--- config.mk ---
export PLATFORM = sky130hd
export DESIGN_NAME = dns_response_record_parser_core
export DESIGN_NICKNAME = d
export VERILOG_FILES = /design/src/dnsrp_pkg.sv /design/src/dnsrp_front.sv /design/src/dnsrp_queue.sv /design/src/dnsrp_back.sv /design/src/dns_response_record_parser_core.sv
export SDC_FILE = /design/constraint.sdc
export NUM_CORES = 1
export LEC_CHECK = 0
export CELL_PAD_IN_SITES_DETAIL_PLACEMENT = 1
export CELL_PAD_IN_SITES_GLOBAL_PLACEMENT = 2
export CORE_AREA = 4 4 225 227
export DETAILED_ROUTE_END_ITERATION = 12
export DIE_AREA = 0 0 229 231
export DONT_BUFFER_PORTS = 1
export PLACE_DENSITY = 0.88
export REMOVE_ABC_BUFFERS = 1
export SLEW_MARGIN = 30
export SYNTH_ARGS = -nofsm -noshare
export SYNTH_HDL_FRONTEND = slang
export SYNTH_SLANG_ARGS = --single-unit
--- constraint.sdc ---
create_clock -name clk -period 9.8 [get_ports clk]
set_clock_uncertainty 0.15 [all_clocks]
set_input_delay 0.49 -clock clk [delete_from_list [all_inputs] [get_ports clk]]
set_output_delay 0.49 -clock clk [all_outputs]
set_load 0.05 [all_outputs]
--- src/dnsrp_pkg.sv ---
package dnsrp_pkg;

    localparam int FifoDepth = 4;

    typedef enum logic [2:0] {
        PH_HEADER,
        PH_NAME,
        PH_POINTER,
        PH_FIXED,
        PH_RDATA,
        PH_DONE
    } phase_t;

    typedef enum logic [1:0] {
        EV_HEADER   = 2'd0,
        EV_QUESTION = 2'd1,
        EV_RECORD   = 2'd2,
        EV_ERROR    = 2'd3
    } event_kind_t;

    localparam logic [7:0] PtrMask     = 8'hc0;
    localparam logic [7:0] NameEnd     = 8'h00;
    localparam logic [15:0] TypeA      = 16'h0001;
    localparam logic [3:0] HeaderBytes = 4'd12;
    localparam logic [3:0] FixedBytes  = 4'd10;
    localparam logic [3:0] QFixedBytes = 4'd4;

    typedef struct packed {
        logic [7:0] data_byte;
        logic       last_byte;
    } in_item_t;

    typedef struct packed {
        logic [1:0]  event_kind;
        logic [1:0]  section;
        logic [15:0] entry_index;
        logic [15:0] word16_a;
        logic [15:0] word16_b;
        logic [31:0] word32_a;
        logic [31:0] word32_b;
        logic [15:0] record_data_length;
        logic        is_ipv4;
        logic        name_compressed;
        logic        message_error;
    } out_item_t;

endpackage

--- src/dnsrp_front.sv ---
module dnsrp_front (
    input  logic                clk,
    input  logic                rst_n,
    input  logic                push,
    output logic                full,
    input  dnsrp_pkg::in_item_t in_item,
    output logic                q_push,
    input  logic                q_full,
    output dnsrp_pkg::in_item_t q_item
);

    // input register: byte parked here until the queue has room
    logic               valid_reg;
    dnsrp_pkg::in_item_t item_reg;

    assign full   = valid_reg && q_full;
    assign q_push = valid_reg;
    assign q_item = item_reg;

    always_ff @(posedge clk or negedge rst_n)
    begin
        if (!rst_n)
            valid_reg <= 1'b0;
        else if (!full)
            valid_reg <= push;
    end

    always_ff @(posedge clk)
    begin
        if (!full && push)
            item_reg <= in_item;
    end

endmodule

--- src/dnsrp_queue.sv ---
module dnsrp_queue #(
    parameter int Depth = dnsrp_pkg::FifoDepth
) (
    input  logic                clk,
    input  logic                rst_n,
    input  logic                wr,
    output logic                wr_full,
    input  dnsrp_pkg::in_item_t wr_item,
    output logic                rd_valid,
    input  logic                rd,
    output dnsrp_pkg::in_item_t rd_item
);

    localparam int Aw = (Depth > 1) ? $clog2(Depth) : 1;

    dnsrp_pkg::in_item_t mem [Depth];
    logic [Aw-1:0] wp_reg, rp_reg;
    logic [Aw:0]   cnt_reg;
    logic do_wr, do_rd;

    assign wr_full  = (cnt_reg == (Aw+1)'(Depth));
    assign rd_valid = (cnt_reg != '0);
    assign rd_item  = mem[rp_reg];
    assign do_wr    = wr && !wr_full;
    assign do_rd    = rd && rd_valid;

    always_ff @(posedge clk)
    begin
        if (do_wr)
            mem[wp_reg] <= wr_item;
    end

    always_ff @(posedge clk or negedge rst_n)
    begin
        if (!rst_n)
        begin
            wp_reg  <= '0;
            rp_reg  <= '0;
            cnt_reg <= '0;
        end
        else
        begin
            if (do_wr)
                wp_reg <= (wp_reg == Aw'(Depth - 1)) ? '0 : wp_reg + 1'b1;
            if (do_rd)
                rp_reg <= (rp_reg == Aw'(Depth - 1)) ? '0 : rp_reg + 1'b1;
            cnt_reg <= cnt_reg + (Aw+1)'(do_wr) - (Aw+1)'(do_rd);
        end
    end

    assert property (@(posedge clk) disable iff (!rst_n) wr_full |-> cnt_reg != '0)
        else $error("queue full with zero count");
    assert property (@(posedge clk) disable iff (!rst_n)
        (do_wr && !do_rd) |=> cnt_reg == $past(cnt_reg) + 1'b1)
        else $error("queue count lost a write");
    assert property (@(posedge clk) disable iff (!rst_n) cnt_reg <= (Aw+1)'(Depth))
        else $error("queue overfilled");

endmodule

--- src/dnsrp_back.sv ---
module dnsrp_back (
    input  logic                 clk,
    input  logic                 rst_n,
    input  logic                 in_valid,
    output logic                 in_take,
    input  dnsrp_pkg::in_item_t  in_item,
    output logic                 empty,
    input  logic                 pop,
    output dnsrp_pkg::out_item_t out_item
);

    dnsrp_pkg::phase_t phase_reg, phase_next;
    logic [3:0]  fbc_reg, fbc_next;
    logic [15:0] cnt_reg [4];
    logic [15:0] cnt_next [4];
    logic [15:0] id_reg, id_next, flags_reg, flags_next;
    logic [1:0]  sec_reg, sec_next;
    logic [15:0] idx_reg, idx_next;
    logic [7:0]  nbs_reg, nbs_next;
    logic [5:0]  lbl_reg, lbl_next;
    logic        ptr_reg, ptr_next;
    logic [63:0] shift_reg, shift_next;
    logic [15:0] dleft_reg, dleft_next;
    logic [31:0] addr_reg, addr_next;
    logic        err_reg, err_next;
    logic [15:0] rlen_reg, rlen_next;

    logic                 ovalid_reg;
    dnsrp_pkg::out_item_t oitem_reg;
    dnsrp_pkg::out_item_t res;
    logic                 res_v;

    logic [7:0] b;
    logic       last;

    assign b       = in_item.data_byte;
    assign last    = in_item.last_byte;
    // output register frees when empty or being popped
    assign in_take = in_valid && (!ovalid_reg || pop);
    assign empty   = !ovalid_reg;
    assign out_item = oitem_reg;

    always_comb
    begin
        logic        name_done;
        logic [15:0] nidx;
        logic [1:0]  seek_from;
        logic        do_seek, do_begin, ip;
        logic [3:0]  i;
        logic [1:0]  k;

        phase_next = phase_reg;
        fbc_next   = fbc_reg;
        for (int s = 0; s < 4; s++)
            cnt_next[s] = cnt_reg[s];
        id_next    = id_reg;
        flags_next = flags_reg;
        sec_next   = sec_reg;
        idx_next   = idx_reg;
        nbs_next   = nbs_reg;
        lbl_next   = lbl_reg;
        ptr_next   = ptr_reg;
        shift_next = shift_reg;
        dleft_next = dleft_reg;
        addr_next  = addr_reg;
        err_next   = err_reg;
        rlen_next  = rlen_reg;
        res        = '0;
        res_v      = 1'b0;
        name_done  = 1'b0;
        nidx       = idx_reg + 16'd1;
        seek_from  = 2'd0;
        do_seek    = 1'b0;
        do_begin   = 1'b0;
        ip         = 1'b0;
        i          = fbc_reg;
        k          = 2'((i - 4'd4) >> 1);

        if (!err_reg)
        begin
            case (phase_reg)
                dnsrp_pkg::PH_HEADER:
                begin
                    if (i < 4'd2)
                        id_next = {id_reg[7:0], b};
                    else if (i < 4'd4)
                        flags_next = {flags_reg[7:0], b};
                    else
                        cnt_next[k] = {cnt_reg[k][7:0], b};
                    fbc_next = i + 4'd1;
                    if (i + 4'd1 >= dnsrp_pkg::HeaderBytes)
                    begin
                        res.event_kind = dnsrp_pkg::EV_HEADER;
                        res.word16_a   = id_next;
                        res.word16_b   = flags_next;
                        res.word32_a   = {cnt_next[0], cnt_next[1]};
                        res.word32_b   = {cnt_next[2], cnt_next[3]};
                        res_v          = 1'b1;
                        do_seek        = 1'b1;
                        seek_from      = 2'd0;
                    end
                end
                dnsrp_pkg::PH_NAME:
                begin
                    if (nbs_reg == 8'hff)
                        err_next = 1'b1;
                    else
                    begin
                        nbs_next = nbs_reg + 8'd1;
                        if (lbl_reg != '0)
                            lbl_next = lbl_reg - 6'd1;
                        else if (b == dnsrp_pkg::NameEnd)
                            name_done = 1'b1;
                        else if ((b & dnsrp_pkg::PtrMask) == dnsrp_pkg::PtrMask)
                            phase_next = dnsrp_pkg::PH_POINTER;
                        else
                            lbl_next = b[5:0];
                    end
                end
                dnsrp_pkg::PH_POINTER:
                begin
                    if (nbs_reg == 8'hff)
                        err_next = 1'b1;
                    else
                    begin
                        nbs_next  = nbs_reg + 8'd1;
                        ptr_next  = 1'b1;
                        name_done = 1'b1;
                    end
                end
                dnsrp_pkg::PH_FIXED:
                begin
                    if (i < 4'd8)
                        shift_next = {shift_reg[55:0], b};
                    else
                        rlen_next = {rlen_reg[7:0], b};
                    fbc_next = i + 4'd1;
                    res.section     = sec_reg;
                    res.entry_index = idx_reg;
                    if (sec_reg == 2'd0)
                    begin
                        if (i + 4'd1 >= dnsrp_pkg::QFixedBytes)
                        begin
                            res.event_kind      = dnsrp_pkg::EV_QUESTION;
                            res.word16_a        = shift_next[31:16];
                            res.word16_b        = shift_next[15:0];
                            res.name_compressed = ptr_reg;
                            res_v               = 1'b1;
                        end
                    end
                    else if (i + 4'd1 >= dnsrp_pkg::FixedBytes)
                    begin
                        dleft_next = rlen_next;
                        if (rlen_next == '0)
                        begin
                            res.event_kind         = dnsrp_pkg::EV_RECORD;
                            res.word16_a           = shift_next[63:48];
                            res.word16_b           = shift_next[47:32];
                            res.word32_a           = shift_next[31:0];
                            res.name_compressed    = ptr_reg;
                            res_v                  = 1'b1;
                        end
                        else
                            phase_next = dnsrp_pkg::PH_RDATA;
                    end
                end
                dnsrp_pkg::PH_RDATA:
                begin
                    addr_next  = {addr_reg[23:0], b};
                    dleft_next = dleft_reg - 16'd1;
                    if (dleft_next == '0)
                    begin
                        ip = (shift_reg[63:48] == dnsrp_pkg::TypeA) && (rlen_reg == 16'd4);
                        res.event_kind         = dnsrp_pkg::EV_RECORD;
                        res.section            = sec_reg;
                        res.entry_index        = idx_reg;
                        res.word16_a           = shift_reg[63:48];
                        res.word16_b           = shift_reg[47:32];
                        res.word32_a           = shift_reg[31:0];
                        res.word32_b           = ip ? addr_next : 32'd0;
                        res.record_data_length = rlen_reg;
                        res.is_ipv4            = ip;
                        res.name_compressed    = ptr_reg;
                        res_v                  = 1'b1;
                    end
                end
                default:
                begin
                end
            endcase

            // entry finished: step index, maybe move to next section
            if (res_v && phase_reg != dnsrp_pkg::PH_HEADER)
            begin
                idx_next = nidx;
                if (nidx >= cnt_reg[sec_reg])
                begin
                    do_seek   = 1'b1;
                    seek_from = sec_reg + 2'd1;
                    if (sec_reg == 2'd3)
                        phase_next = dnsrp_pkg::PH_DONE;
                end
                else
                    do_begin = 1'b1;
            end

            if (do_seek && !(phase_reg != dnsrp_pkg::PH_HEADER && sec_reg == 2'd3))
            begin
                phase_next = dnsrp_pkg::PH_DONE;
                for (int s = 3; s >= 0; s--)
                begin
                    if (2'(s) >= seek_from && cnt_next[s] != '0)
                    begin
                        sec_next = 2'(s);
                        idx_next = '0;
                        do_begin = 1'b1;
                    end
                end
                if (!do_begin)
                    phase_next = dnsrp_pkg::PH_DONE;
            end

            if (do_begin)
            begin
                phase_next = dnsrp_pkg::PH_NAME;
                fbc_next   = '0;
                nbs_next   = '0;
                lbl_next   = '0;
                ptr_next   = 1'b0;
                shift_next = '0;
                dleft_next = '0;
                addr_next  = '0;
                rlen_next  = '0;
            end

            if (name_done)
            begin
                phase_next = dnsrp_pkg::PH_FIXED;
                fbc_next   = '0;
                shift_next = '0;
                rlen_next  = '0;
            end

            if (err_next)
            begin
                res             = '0;
                res.event_kind  = dnsrp_pkg::EV_ERROR;
                res.section     = sec_reg;
                res.entry_index = idx_reg;
                res.message_error = 1'b1;
                res_v           = 1'b1;
            end
        end

        if (last)
        begin
            if (!err_next && phase_next != dnsrp_pkg::PH_DONE)
            begin
                if (res_v)
                    res.message_error = 1'b1;
                else
                begin
                    res               = '0;
                    res.event_kind    = dnsrp_pkg::EV_ERROR;
                    res.message_error = 1'b1;
                    if (phase_next != dnsrp_pkg::PH_HEADER)
                    begin
                        res.section     = sec_next;
                        res.entry_index = idx_next;
                    end
                    res_v = 1'b1;
                end
            end
            phase_next = dnsrp_pkg::PH_HEADER;
            fbc_next   = '0;
            for (int s = 0; s < 4; s++)
                cnt_next[s] = '0;
            id_next    = '0;
            flags_next = '0;
            sec_next   = '0;
            idx_next   = '0;
            nbs_next   = '0;
            lbl_next   = '0;
            ptr_next   = 1'b0;
            shift_next = '0;
            dleft_next = '0;
            addr_next  = '0;
            err_next   = 1'b0;
            rlen_next  = '0;
        end
    end

    always_ff @(posedge clk or negedge rst_n)
    begin
        if (!rst_n)
        begin
            phase_reg <= dnsrp_pkg::PH_HEADER;
            fbc_reg   <= '0;
            for (int s = 0; s < 4; s++)
                cnt_reg[s] <= '0;
            id_reg    <= '0;
            flags_reg <= '0;
            sec_reg   <= '0;
            idx_reg   <= '0;
            nbs_reg   <= '0;
            lbl_reg   <= '0;
            ptr_reg   <= 1'b0;
            shift_reg <= '0;
            dleft_reg <= '0;
            addr_reg  <= '0;
            err_reg   <= 1'b0;
            rlen_reg  <= '0;
            ovalid_reg <= 1'b0;
        end
        else
        begin
            if (in_take)
            begin
                phase_reg <= phase_next;
                fbc_reg   <= fbc_next;
                for (int s = 0; s < 4; s++)
                    cnt_reg[s] <= cnt_next[s];
                id_reg    <= id_next;
                flags_reg <= flags_next;
                sec_reg   <= sec_next;
                idx_reg   <= idx_next;
                nbs_reg   <= nbs_next;
                lbl_reg   <= lbl_next;
                ptr_reg   <= ptr_next;
                shift_reg <= shift_next;
                dleft_reg <= dleft_next;
                addr_reg  <= addr_next;
                err_reg   <= err_next;
                rlen_reg  <= rlen_next;
            end
            if (in_take)
                ovalid_reg <= res_v;
            else if (pop)
                ovalid_reg <= 1'b0;
        end
    end

    always_ff @(posedge clk)
    begin
        if (in_take && res_v)
            oitem_reg <= res;
    end

    assert property (@(posedge clk) disable iff (!rst_n)
        (ovalid_reg && !pop) |-> !in_take)
        else $error("result overwritten before it was taken");
    assert property (@(posedge clk) disable iff (!rst_n)
        (in_take && last) |=> (phase_reg == dnsrp_pkg::PH_HEADER && !err_reg))
        else $error("message end did not restart the parser");
    assert property (@(posedge clk) disable iff (!rst_n)
        (ovalid_reg && oitem_reg.event_kind == dnsrp_pkg::EV_ERROR) |-> oitem_reg.message_error)
        else $error("error result without error flag");

endmodule

--- src/dns_response_record_parser_core.sv ---
// path: a byte's result reaches the result ports through the input register, the queue
// and the parser with its output register
// throughput: one byte per cycle; the parser advances whenever its result register is free
// names, fixed fields and record data all take one byte per cycle, no stalls of their own
// reset: rst_n asynchronous, clears queue, parser state and result valid; no clearing pass
module dns_response_record_parser_core #(
    parameter int FifoDepth = dnsrp_pkg::FifoDepth
) (
    input  logic                 clk,
    input  logic                 rst_n,
    input  logic                 push,
    output logic                 full,
    input  dnsrp_pkg::in_item_t  in_item,
    output logic                 empty,
    input  logic                 pop,
    output dnsrp_pkg::out_item_t out_item
);

    logic                q_push, q_full, q_valid, q_take;
    dnsrp_pkg::in_item_t q_wr_item, q_rd_item;

    dnsrp_front u_front (
        .clk     (clk),
        .rst_n   (rst_n),
        .push    (push),
        .full    (full),
        .in_item (in_item),
        .q_push  (q_push),
        .q_full  (q_full),
        .q_item  (q_wr_item)
    );

    dnsrp_queue #(.Depth(FifoDepth)) u_queue (
        .clk      (clk),
        .rst_n    (rst_n),
        .wr       (q_push),
        .wr_full  (q_full),
        .wr_item  (q_wr_item),
        .rd_valid (q_valid),
        .rd       (q_take),
        .rd_item  (q_rd_item)
    );

    dnsrp_back u_back (
        .clk      (clk),
        .rst_n    (rst_n),
        .in_valid (q_valid),
        .in_take  (q_take),
        .in_item  (q_rd_item),
        .empty    (empty),
        .pop      (pop),
        .out_item (out_item)
    );

endmodule

Word-level counts from Yosys, hierarchy flattened
Memory sizes are Yosys's and may differ from the RTL's.
Cells that the tools add are included.
Operators by class
  order comparisons: 14
  mux-type cells: 174
  equality and inequality tests: 19
  bitwise gates (word level): 2
  $add $sub $neg: 11
  reduce and logical (&&, ||, !) cells: 55
Operators by type and width (number)
  64-bit two-way mux: 14
  135-bit two-way mux: 4
  16-bit two-way mux: 33
  134-bit two-way mux: 2
  64-bit case mux with 3 select lines: 1
  32-bit two-way mux: 4
  24-bit two-way mux: 4
  96-bit two-way mux: 1
  16-bit binary-select mux with 2-bit select: 2
  64-bit bitwise mux: 1
  32-bit case mux with 2 select lines: 1
  16-bit nonzero test: 4
  8-bit two-way mux: 7
  6-bit two-way mux: 8
  1-bit two-way mux: 47
  3-bit two-way mux: 15
  18-bit case mux with 2 select lines: 1
  16-bit demux with 2-bit select: 1
  16-bit logical NOT: 2
  16-bit case mux with 2 select lines: 1
  2-bit two-way mux: 15
  3-bit nonzero test: 7
  4-bit two-way mux: 5
  18-bit two-way mux: 1
  other kinds (52): 94
Word-level totals
  bits of input ports: 13
  bits in writable memories: 36
  output and inout port bits: 137
  register bits after elaboration: 410
  memories: 1
Memories
  u_queue.mem: words 4, width 9, rd ports 1, clocked after memory_dff 0, write ports 1, RTL line dnsrp_queue.sv:16  | dnsrp_pkg::in_item_t mem [Depth];

Logic depth before layout (Yosys ltp)
Gate-level depths: netlist of the first run.
  depth in word-level cells: 29
  mapped depth: 20
  gate-level depth less buffers: 17

By module
Synthesis of the first run repeated with hierarchy kept, for this count alone.
Unflattened totals
  cell total of the unflattened synthesis: 1969
  area total of the unflattened synthesis: 22330.2 µm²
Modules (own cells, without submodules)
  dnsrp_back: sequential area each 10510.1 µm², instances 1, area each 20236.9 µm², cells each 1865
  dnsrp_queue: sequential area each 1256.2 µm², instances 1, area each 1773.0 µm², cells each 91
  dnsrp_front: sequential area each 295.3 µm², instances 1, area each 320.3 µm², cells each 13

Worst setup path after synthesis of the first run
No wires, ideal clock.
  path kind: reg2reg
  start: register u_back.sec_reg[0]
  end: register u_back.oitem_reg (netlist bit u_back.out_item[0]), enable pin
  data required time: 9.204 ns
  slack: 3.714 ns
  cell stages (with the launch flop): 15
  arrival: 5.490 ns
  path buffers: 3
  path through: dfrtp_1 clkbuf_1 buf_1 mux4_2 ha_1 nor3b_1 o21ai_0 nor4b_1 o211ai_1 o211ai_1 and3_1 buf_2 nand2_1 o211ai_1 a31o_2
On the way
  cells in the longest elaborated chain, start to end: 24
  elaborated cells on any way between the ends: 53
  those cells by class: add/sub: 1; order compare: 5; eq/ne: 2; mux: 33; bitwise: 1; reduce/logical: 11
RTL lines
  from (decl): RTL line dnsrp_back.sv:17  | logic [1:0] sec_reg, sec_next;
  from (signal assigned): RTL line dnsrp_back.sv:325  | sec_reg <= sec_next;
  2-bit NOT with 3-bit output (implied by the code): RTL line dnsrp_back.sv:196  | if (nidx >= cnt_reg[sec_reg])
  16-bit binary-select mux with 2-bit select: RTL line dnsrp_back.sv:196
  16-bit two-way mux (implied by the code) (2 in series): RTL line dnsrp_back.sv:196
  16-bit greater-or-equal comparator: RTL line dnsrp_back.sv:196
  2-bit two-way mux: RTL line dnsrp_back.sv:196
  2-bit two-way mux: RTL line dnsrp_back.sv:193  | if (res_v && phase_reg != dnsrp_pkg::PH_HEADER)
  2-bit two-way mux: RTL line dnsrp_back.sv:79  | if (!err_reg)
  2-bit greater-or-equal comparator: RTL line dnsrp_back.sv:212  | if (2'(s) >= seek_from && cnt_next[s] != '0)
  (+7 left out)
  3-bit two-way mux: RTL line dnsrp_back.sv:223  | if (do_begin)
  3-bit two-way mux: RTL line dnsrp_back.sv:236  | if (name_done)
  3-bit two-way mux: RTL line dnsrp_back.sv:79
  3-bit != test: RTL line dnsrp_back.sv:257  | if (!err_next && phase_next != dnsrp_pkg::PH_DONE)
  1-bit logical AND: RTL line dnsrp_back.sv:257
  1-bit two-way mux: RTL line dnsrp_back.sv:257
  1-bit two-way mux (*): RTL line dnsrp_back.sv:255  | if (last)
  1-bit logical AND (*): RTL line dnsrp_back.sv:345  | if (in_take && res_v)
  to (signal assigned): RTL line dnsrp_back.sv:346  | oitem_reg <= res;
  to (decl): RTL line dnsrp_back.sv:29  | dnsrp_pkg::out_item_t oitem_reg;
Mark *: on every way between the ends. The rest lies on a longest branch, timed or not. The select of a mux whose other input is x is not followed.
A chain may end at the register's enable or synchronous reset.

Final worst setup path of the first run
  start: register u_back.fbc_reg[3]
  end: register u_back.oitem_reg (netlist bit u_back.out_item[126]), enable pin
On the way
  cells in the longest elaborated chain, start to end: 29
  elaborated cells on any way between the ends: 67
  those cells by class: add/sub: 1; order compare: 10; eq/ne: 1; mux: 42; reduce/logical: 13
RTL lines
  from (decl): RTL line dnsrp_back.sv:13  | logic [3:0] fbc_reg, fbc_next;
  from (signal assigned): RTL line dnsrp_back.sv:320  | fbc_reg <= fbc_next;
  4-bit less-than comparator: RTL line dnsrp_back.sv:133  | if (i < 4'd8)
  16-bit two-way mux: RTL line dnsrp_back.sv:133
  16-bit two-way mux: RTL line dnsrp_back.sv:81  | case (phase_reg)
  16-bit two-way mux: RTL line dnsrp_back.sv:79
  16-bit logical NOT: RTL line dnsrp_back.sv:154  | if (rlen_next == '0)
  1-bit two-way mux: RTL line dnsrp_back.sv:154
  1-bit two-way mux: RTL line dnsrp_back.sv:151  | else if (i + 4'd1 >= dnsrp_pkg::FixedBytes)
  1-bit two-way mux: RTL line dnsrp_back.sv:140  | if (sec_reg == 2'd0)
  (+13 left out)
  3-bit two-way mux: RTL line dnsrp_back.sv:223
  3-bit two-way mux: RTL line dnsrp_back.sv:236
  3-bit two-way mux: RTL line dnsrp_back.sv:79
  3-bit != test: RTL line dnsrp_back.sv:257
  1-bit logical AND: RTL line dnsrp_back.sv:257
  1-bit two-way mux: RTL line dnsrp_back.sv:257
  1-bit two-way mux (*): RTL line dnsrp_back.sv:255
  1-bit logical AND (*): RTL line dnsrp_back.sv:345
Marked as above.

==> flow_metrics.tcl, run 1 <==
set metrics [dict create \
    layout_min_cycle_time_ns 6.28 \
    fp.dieW_um 229 \
    r2r_cells 10 \
    drc 0 \
    cts_resized 0 \
    finalHoldViolations 0 \
    worstHoldEndpoint "u_front.q_item[5]" \
    yosysUniqueCellTypes 84 \
    crit_type "reg -> reg" \
    tritoncts "yes" \
    drt_first_iter_violations 1490 \
    r2r-end "u_back.out_item[126]" \
    largest_register_ffs 135 \
    final.setup.tns_ns 0 \
    max_cap_viol_count 0 \
    p_leak_nw 10.0 \
    yosysTopAreaCellShare 0.293 \
    slew_headroom 0.353 \
    worstHoldPathCells 1 \
    synth.area.top_cells "dfrtp_1 (29%), edfxtp_1 (24%), a22o_1 (7.6%)" \
    synth_cells 2021 \
    drive_gt1_frac 0.0961 \
    clockRootBuffer "clkbuf_16" \
    core_area_um2 48600 \
    cts.sinks 446 \
    final_util 0.515 \
    initial_utilization 0.467 \
    yosysMostFrequentCell "dfrtp_1" \
    place_ws_ns 3.35 \
    io_buffers 0 \
    hp-start "push" \
    fin_crit_sh 0.641 \
    route.vias.total 17300 \
    worstSkewPairLatency_ns 0.61 \
    rsz0062_at_grt "no" \
    clock_path_buffers 3 \
    grt_pass1_wl_um 110000 \
    die_h_um 231 \
    synthTopCellsByCount "dfrtp_1 (266), a22o_1 (197), edfxtp_1 (180), nand2_1 (162), a21oi_1 (150)" \
    synth_edf_count 180 \
    htree_levels 2 \
    cp_max_fo 77 \
    maxSlewViolCount 0 \
    cts_buffers 49 \
    wl_um 70700 \
    syn_area_per_cell_um2 11.2 \
    track_usage 0.262 \
    grt_max_degree 267 \
    crit_arrival_ns 6.37 \
    vias_per_cell 6.58 \
    grt_remaining_overflow 0 \
    routedWlPerCell_um 26.9 \
    status "finished clean" \
    ys_ff_latch 446 \
    peakVddDrop_mv 0.190 \
    async_flop_share 0.596 \
    power.density_nw_per_um2 295 \
    setup_viol 0 \
    max_freq_ghz 0.159 \
    drt_first_pass_iters 5 \
    hold_ws_ns 0.191 \
    ff2ff_setup_slack_ns 3.52 \
    crit_path_start_kind "flop" \
    yosys_most_used_dff "dfrtp_1" \
    yosysWarnings 0 \
    dieArea_um2 52900 \
    synthToLayoutAreaGrowth_pct 10.2 \
    yosys.area.top_type "dfrtp_1" \
    postRouteAntennaNets 0 \
    yosysSeqAreaShare 0.531 \
    syn_area_um2 22700 \
    grt_pass1_vias 17700 \
    gp_congestion 0.943 \
    worstPathRequired_ns 9.88 \
    row_count 81 \
    antenna_found_initial 0 \
    final_nets 2016 \
    clk_pin_slew_worst_paths_ns 0.06 \
    worst_pin_slew_ns 0.965 \
    hold_path_class "in -> reg" \
    finalWorstSetupSlack_ns 3.52 \
    num_io_pins 150 \
    antenna_cells 0 \
    worstReg2RegStart "u_back.fbc_reg[3]" \
    hpwl_um 46200 \
    end_kind "flop" \
]
==> routing by layer <==
| layer | up-vias | share of wire | track usage |
|---|---|---|---|
| li1 | 7591 | - | - |
| met1 | 8921 | 0.43 | 0.356 |
| met2 | 636 | 0.47 | 0.427 |
| met3 | 164 | 0.061 | 0.0465 |
| met4 | 0 | 0.038 | 0.0909 |
| met5 | - | 0 | 0 |
==> what timing repair did <==
action,in CTS,in global routing
hold buffers,13,0
setup buffers,0,0
setup endpoints to repair,0,0
endpoints found under the hold margin,277,0
==> power breakdown <==
part / internal, W / switching, W
Sequential: 0.00247 / 0.00121
Clock: 0.00107 / 0.000787
Combinational: 0.000434 / 0.00142
==> cell families (layout without fill, tap and decap cells) <==
logic type / Yosys count / in the layout / synth area share
AOI/OAI and AO/OA: 622 / 622 / 0.199
and+or+nand+nor: 512 / 512 / 0.110
DFF: 446 / 446 / 0.531
buffers and inverters: 206 / 194 / 0.0376
muxes: 181 / 181 / 0.0966
adders and majority gates: 33 / 33 / 0.0185
xor gates and xnor gates: 21 / 21 / 0.00809
==> final cells by class <==
type | instances | area [um2]
sequential | 446 | 12100
inverter | 49 | 184
fill | 5036 | 23600
tap | 622 | 778
multi-input combinational | 1369 | 9920
clock buffer | 68 | 1350
clock inverter | 22 | 249
timing repair buffer | 55 | 510
==> per-stage QoR <==
step	cells	total power, W	area [um2]
3_3_place_gp	2525	0.00544	23200
3_5_place_dp	2526	0.00553	23200
6_report	2631	0.00739	25100
4_1_cts	2629	0.00743	25000
2_1_floorplan	1864	0.00472	22100
5_1_grt	2631	0.00770	25100
==> worst max-delay path by stage <==
stage / cells past startpoint / end / startpoint
after detailed placement: 10 / u_back.out_item[125] / u_back.fbc_reg[3]
after floorplan: 9 / u_back.shift_reg[0] / u_back.fbc_reg[3]
after CTS: 10 / u_back.out_item[42] / u_back.fbc_reg[3]
after global routing: 10 / u_back.out_item[121] / u_back.fbc_reg[3]
final: 10 / u_back.out_item[126] / u_back.fbc_reg[3]
after global placement: 10 / u_back.out_item[129] / u_back.fbc_reg[3]
==> placed cells by master, fill, tap and decap left out, types with 24 or more instances in the layout <==
| cell | instances |
|---|---|
| o21ai_0 | 62 |
| o22a_1 | 32 |
| nor2_1 | 119 |
| ha_1 | 32 |
| mux2i_1 | 145 |
| nand3_1 | 38 |
| a22o_1 | 197 |
| inv_1 | 47 |
| nor3_1 | 24 |
| edfxtp_1 | 180 |
| dfrtp_1 | 265 |
| a21oi_1 | 148 |
| clkbuf_16 | 49 |
| nor4_1 | 30 |
| and2_1 | 27 |
| buf_4 | 38 |
| nand2_1 | 161 |
| o22ai_1 | 39 |
| mux4_2 | 30 |
==> worst max-delay path, cell delays in order (launching register included) <==
cell and delay (ns):
dfrtp_2 0.83, clkinv_1 0.91, xnor2_1 0.46, or3_2 0.62, nand2_1 0.19, or3_1 0.29, and3_1 0.40, nand2_1 0.19
o211ai_1 0.32, a31o_4 0.76, buf_6 0.60
Note: power is estimated with default switching activity, not from simulation.
==> run 2, diff against run 1 <==
Settings changed: CORE_AREA 4 4 225 227 to 4 4 247 249, DIE_AREA 0 0 229 231 to 0 0 251 253, PLACE_DENSITY 0.88 to 0.78.
Clock period 9.8 ns to 5.7 ns, I/O delays scaled along.
==> flow_metrics.tcl, run 2 (same netlist as run 1, synthesis figures left out) <==
set metrics [dict create \
    status "complete, but fails checks" \
    violations "hold timing" \
    worst_pin_slew_ns 0.916 \
    final_nets 2037 \
    peakVddDrop_mv 0.296 \
    grt_max_degree 267 \
    instances_no_fill 2807 \
    hold_path_class "in -> async" \
    final_cell_mix "dfrtp_1 (264), a22o_1 (197), edfxtp_1 (180)" \
    die_h_um 253 \
    routedWlPerCell_um 25.9 \
    crit_arrival_ns 5.42 \
    clk_pin_slew_worst_paths_ns 0.06 \
    clock_path_buffers 3 \
    antenna_found_initial 0 \
    drive_gt1_frac 0.111 \
    layout_min_cycle_time_ns 5.35 \
    io_buffers 0 \
    fp.dieW_um 251 \
    track_usage 0.223 \
    clockRootBuffer "clkbuf_16" \
    hold_ws_ns -0.795 \
    power.density_nw_per_um2 513 \
    drt_first_pass_iters 5 \
    row_count 89 \
    tritoncts "yes" \
    cts.sinks 446 \
    crit_type "reg -> reg" \
    finalHoldViolations 266 \
    final_common_cell "dfrtp_1" \
    max_cap_viol_count 0 \
    core_area_um2 58700 \
    drc 0 \
    dp_cells 2699 \
    grt_pass1_vias 18000 \
    postRouteAntennaNets 0 \
    fin_crit_sh 0.938 \
    largest_register_ffs 135 \
    worstSkewPairLatency_ns 0.62 \
    vias_per_cell 6.14 \
    slowest_stage "dfrtp_1" \
    grt_pass1_wl_um 112000 \
    cp_max_fo 98 \
    max_freq_ghz 0.187 \
    place_ws_ns 0.337 \
    htree_levels 2 \
    grt_remaining_overflow 0 \
    wl_um 72700 \
    drt_first_iter_violations 1391 \
    cts_buffers 51 \
    p_leak_nw 10.2 \
    setup_viol 0 \
    route.vias.total 17200 \
    num_io_pins 150 \
    fill_cells 6190 \
    synthToLayoutAreaGrowth_pct 12.4 \
    crit_family "simple AND/OR/NAND/NOR gates" \
    hold_buffers 11 \
    antenna_cells 0 \
    end_kind "flop" \
    worstPathRequired_ns 5.78 \
    hpwl_um 48500 \
    dieArea_um2 63500 \
    maxSlewViolCount 0 \
    final_util 0.435 \
    initial_utilization 0.387 \
    crit_path_start_kind "flop" \
    slew_headroom 0.389 \
    cpPeakStageDelay_ns 0.46 \
    finalWorstSetupSlack_ns 0.351 \
    crit_buf_inv 1 \
    crit_chain "ha_1, nand3_1, nor2_1, and3_1, nand3_1, xnor2_1, ha_1, nand3_1, nor4b_1, o211ai_1, o211ai_1, and3_2, nand2_1, o211ai_1, a31o_4, buf_16" \
    gp_congestion 0.917 \
    rsz0062_at_grt "no" \
    final.setup.tns_ns 0 \
]
## run 2: timing repair
item,in CTS,in global routing
gates resized for setup,0,3
endpoints found under the hold margin,286,266
setup endpoints to repair,0,133
setup buffers,0,0
## run 2: worst reg2reg max path: stages, from the launching register on
cell	delay, ns
dfrtp_1	0.46
ha_1	0.28
nand3_1	0.18
nor2_1	0.28
and3_1	0.34
nand3_1	0.13
xnor2_1	0.17
ha_1	0.32
nand3_1	0.10
nor4b_1	0.41
o211ai_1	0.16
o211ai_1	0.27
and3_2	0.40
nand2_1	0.16
o211ai_1	0.34
a31o_4	0.25
buf_16	0.28
## run 2: layer usage
layer / vias up / part of all wire / GRT usage
li1: 7641 / - / -
met1: 8976 / 0.43 / 0.291
met2: 473 / 0.49 / 0.381
met3: 141 / 0.047 / 0.0382
met4: 0 / 0.035 / 0.0739
met5: - / 0 / 0
## run 2: final timing paths
check | start | end | slack [ns] | depth (start not counted)
setup / recovery | u_back.idx_reg[0] | u_back.out_item[43] | 0.35 | 16
hold / removal | rst_n | u_back.shift_reg[60] | -0.80 | 0
setup reg to reg | u_back.idx_reg[0] | u_back.out_item[43] | 0.35 | 16
hold reg to reg | u_back.id_reg[14] | u_back.id_reg[14] | 0.33 | 2
max in group asynchronous | rst_n | u_back.sec_reg[0] | 5.65 | 0
min in group clk | in_item[3] | u_front.q_item[3] | 0.16 | 1
## run 2: per-stage QoR
step	hold slack (ns)	cell area, um2	total power [W]
floorplan	-0.161	22100	0.00811
global placement	-0.147	23600	0.00955
detailed placement	-0.145	23600	0.00969
CTS	-0.822	25500	0.0132
global route	-0.819	25500	0.0136
finish	-0.795	25500	0.0131
## run 2: area by class of cell
class                      count  area [um2]  share of cell area
timing repair buffer          74         644              0.0252
multi-input combinational   1369        9910               0.388
sequential                   446       12100               0.473
inverter                      49         184             0.00720
clock inverter                41         470              0.0184
tap                          773         967              0.0379
clock buffer                  55        1290              0.0506
## run 2: power by group
part | switching (W) | internal, W | leakage [nW]
Combinational | 0.00248 | 0.000863 | 3.92
Sequential | 0.00205 | 0.00424 | 5.44
Clock | 0.00143 | 0.00202 | 0.848
==> run 3, diff against run 2 <==
Settings changed: CORE_AREA 4 4 247 249 to 4 4 235 237, DIE_AREA 0 0 251 253 to 0 0 239 241, PLACE_DENSITY 0.78 to 0.82.
Clock period 5.7 ns to 5.1 ns, I/O delays scaled along.
==> flow_metrics.tcl, run 3 (same netlist as run 1, synthesis figures left out) <==
set metrics [dict create \
    status "complete, but fails checks" \
    violations "hold timing" \
    place_ws_ns 0.0882 \
    seq_area_um2 12100 \
    hold_path_class "in -> async" \
    cp-startpoint "u_back.dleft_reg[0]" \
    row_count 85 \
    final.setup.tns_ns 0 \
    wl_um 74200 \
    clk_pin_slew_worst_paths_ns 0.06 \
    drt_first_pass_iters 5 \
    final_common_cell "dfrtp_1" \
    final_cell_mix "dfrtp_1 (262), a22o_1 (197), edfxtp_1 (180)" \
    hold_ws_ns -0.804 \
    htree_levels 2 \
    multiInputGateArea_um2 9910 \
    core_area_um2 53300 \
    p_leak_nw 10.4 \
    crit_path_end "u_back.out_item[58]" \
    crit_arrival_ns 4.98 \
    finalWorstSetupSlack_ns 0.193 \
    worst_pin_slew_ns 0.999 \
    fp.dieW_um 239 \
    maxSlewViolCount 0 \
    power.density_nw_per_um2 580 \
    synthToLayoutAreaGrowth_pct 13.0 \
    fill_cells 5560 \
    final_util 0.482 \
    grt_pass1_wl_um 113000 \
    drive_gt1_frac 0.122 \
    grt_remaining_overflow 0 \
    initial_utilization 0.426 \
    gp_congestion 0.935 \
    slew_headroom 0.330 \
    r2r_cells 13 \
    max_cap_viol_count 0 \
    finalPower_w 0.0149 \
    worstSkewPairLatency_ns 0.61 \
    setup_viol 0 \
    layout_min_cycle_time_ns 4.91 \
    routedWlPerCell_um 27.0 \
    cp_max_fo 77 \
    clockRootBuffer "clkbuf_16" \
    grt_max_degree 267 \
    worstPathRequired_ns 5.18 \
    cts_buffers 49 \
    vias_per_cell 6.29 \
    ff2ff_setup_slack_ns 0.19 \
    largest_register_ffs 135 \
    peakVddDrop_mv 0.365 \
    clock_path_buffers 3 \
    track_usage 0.250 \
    route.vias.total 17300 \
    antenna_cells 0 \
    final_nets 2060 \
    drc 0 \
    die_h_um 241 \
    grt_pass1_vias 18200 \
    fin_crit_sh 0.962 \
    max_freq_ghz 0.204 \
    antenna_found_initial 0 \
    hold_buffers 11 \
    r2r-end "u_back.out_item[58]" \
    postRouteAntennaNets 0 \
    finalHoldViolations 266 \
    dieArea_um2 57600 \
    drt_first_iter_violations 1224 \
    crit_type "reg -> reg" \
    worstReg2RegStart "u_back.dleft_reg[0]" \
    tritoncts "yes" \
    hpwl_um 48900 \
    cts.sinks 446 \
    num_io_pins 150 \
    rsz0062_at_grt "no" \
    io_buffers 0 \
    end_kind "flop" \
    crit_path_start_kind "flop" \
]
-- run 3: changes by cell type in the layout (fill, tap and decap cells not counted), sizes merged --
cell / before / now
buf: 63 / 87
bufinv: 8 / 7
clkbuf: 55 / 72
clkinv: 25 / 11
clkinvlp: 6 / 2
inv: 51 / 50
-- run 3: metal layers --
metal	GRT usage	share of wire	vias up
met2	0.427	0.49	483
met3	0.0367	0.048	124
met4	0.0754	0.032	0
met1	0.333	0.43	9040
met5	0	0	-
li1	-	-	7669
-- run 3: stage by stage --
step | instance area (um2) | hold slack [ns] | std cells
6_report | 25700 | -0.804 | 2751
4_1_cts | 25600 | -0.820 | 2748
2_1_floorplan | 22100 | -0.191 | 1864
3_5_place_dp | 23700 | -0.176 | 2645
5_1_grt | 25700 | -0.827 | 2751
3_3_place_gp | 23700 | -0.176 | 2645
-- run 3: worst min-delay path by stage --
stage / from / to / slack (ns) / cells past startpoint
2_1_floorplan: rst_n / u_back.addr_reg[0] / -0.19 / 0
3_3_place_gp: rst_n / u_back.shift_reg[48] / -0.18 / 0
3_5_place_dp: rst_n / u_back.shift_reg[59] / -0.18 / 0
4_1_cts: rst_n / u_back.shift_reg[45] / -0.82 / 0
5_1_grt: rst_n / u_back.shift_reg[43] / -0.83 / 0
6_report: rst_n / u_back.shift_reg[59] / -0.80 / 0
-- run 3: critical path: stages, from the launching register on --
cell and delay (ns):
dfrtp_1 0.45, inv_1 0.09, ha_1 0.24, or3b_1 0.40, or4_1 0.40, or3_4 0.38
a2111oi_4 0.36, buf_4 0.23, or3_1 0.27, and3_1 0.36, nand2_1 0.18, o211ai_1 0.31
a31o_4 0.24, buf_12 0.28
-- run 3: area by class of cell --
| type | count | share of cell area |
|---|---|---|
| flip-flops and latches | 446 | 0.470 |
| clock inverters | 21 | 0.0122 |
| multi-input cells | 1369 | 0.386 |
| repair buffers | 99 | 0.0339 |
| well taps | 696 | 0.0339 |
| clock buffers | 71 | 0.0569 |
| inverters | 49 | 0.00716 |
-- run 3: timing repair --
item                                    CTS  global route
resized for setup                         0            16
endpoints found under the setup margin    0           362
setup buffers                             0             1
hold endpoints to repair                286           266
-- run 3: where the power goes --
part	internal, W	leakage, nW	total [W]	switching (W)
Clock	0.00236	0.870	0.00389	0.00153
Combinational	0.00109	4.05	0.00395	0.00286
Sequential	0.00474	5.44	0.00706	0.00232
Total	0.00818	10.4	0.0149	0.00671
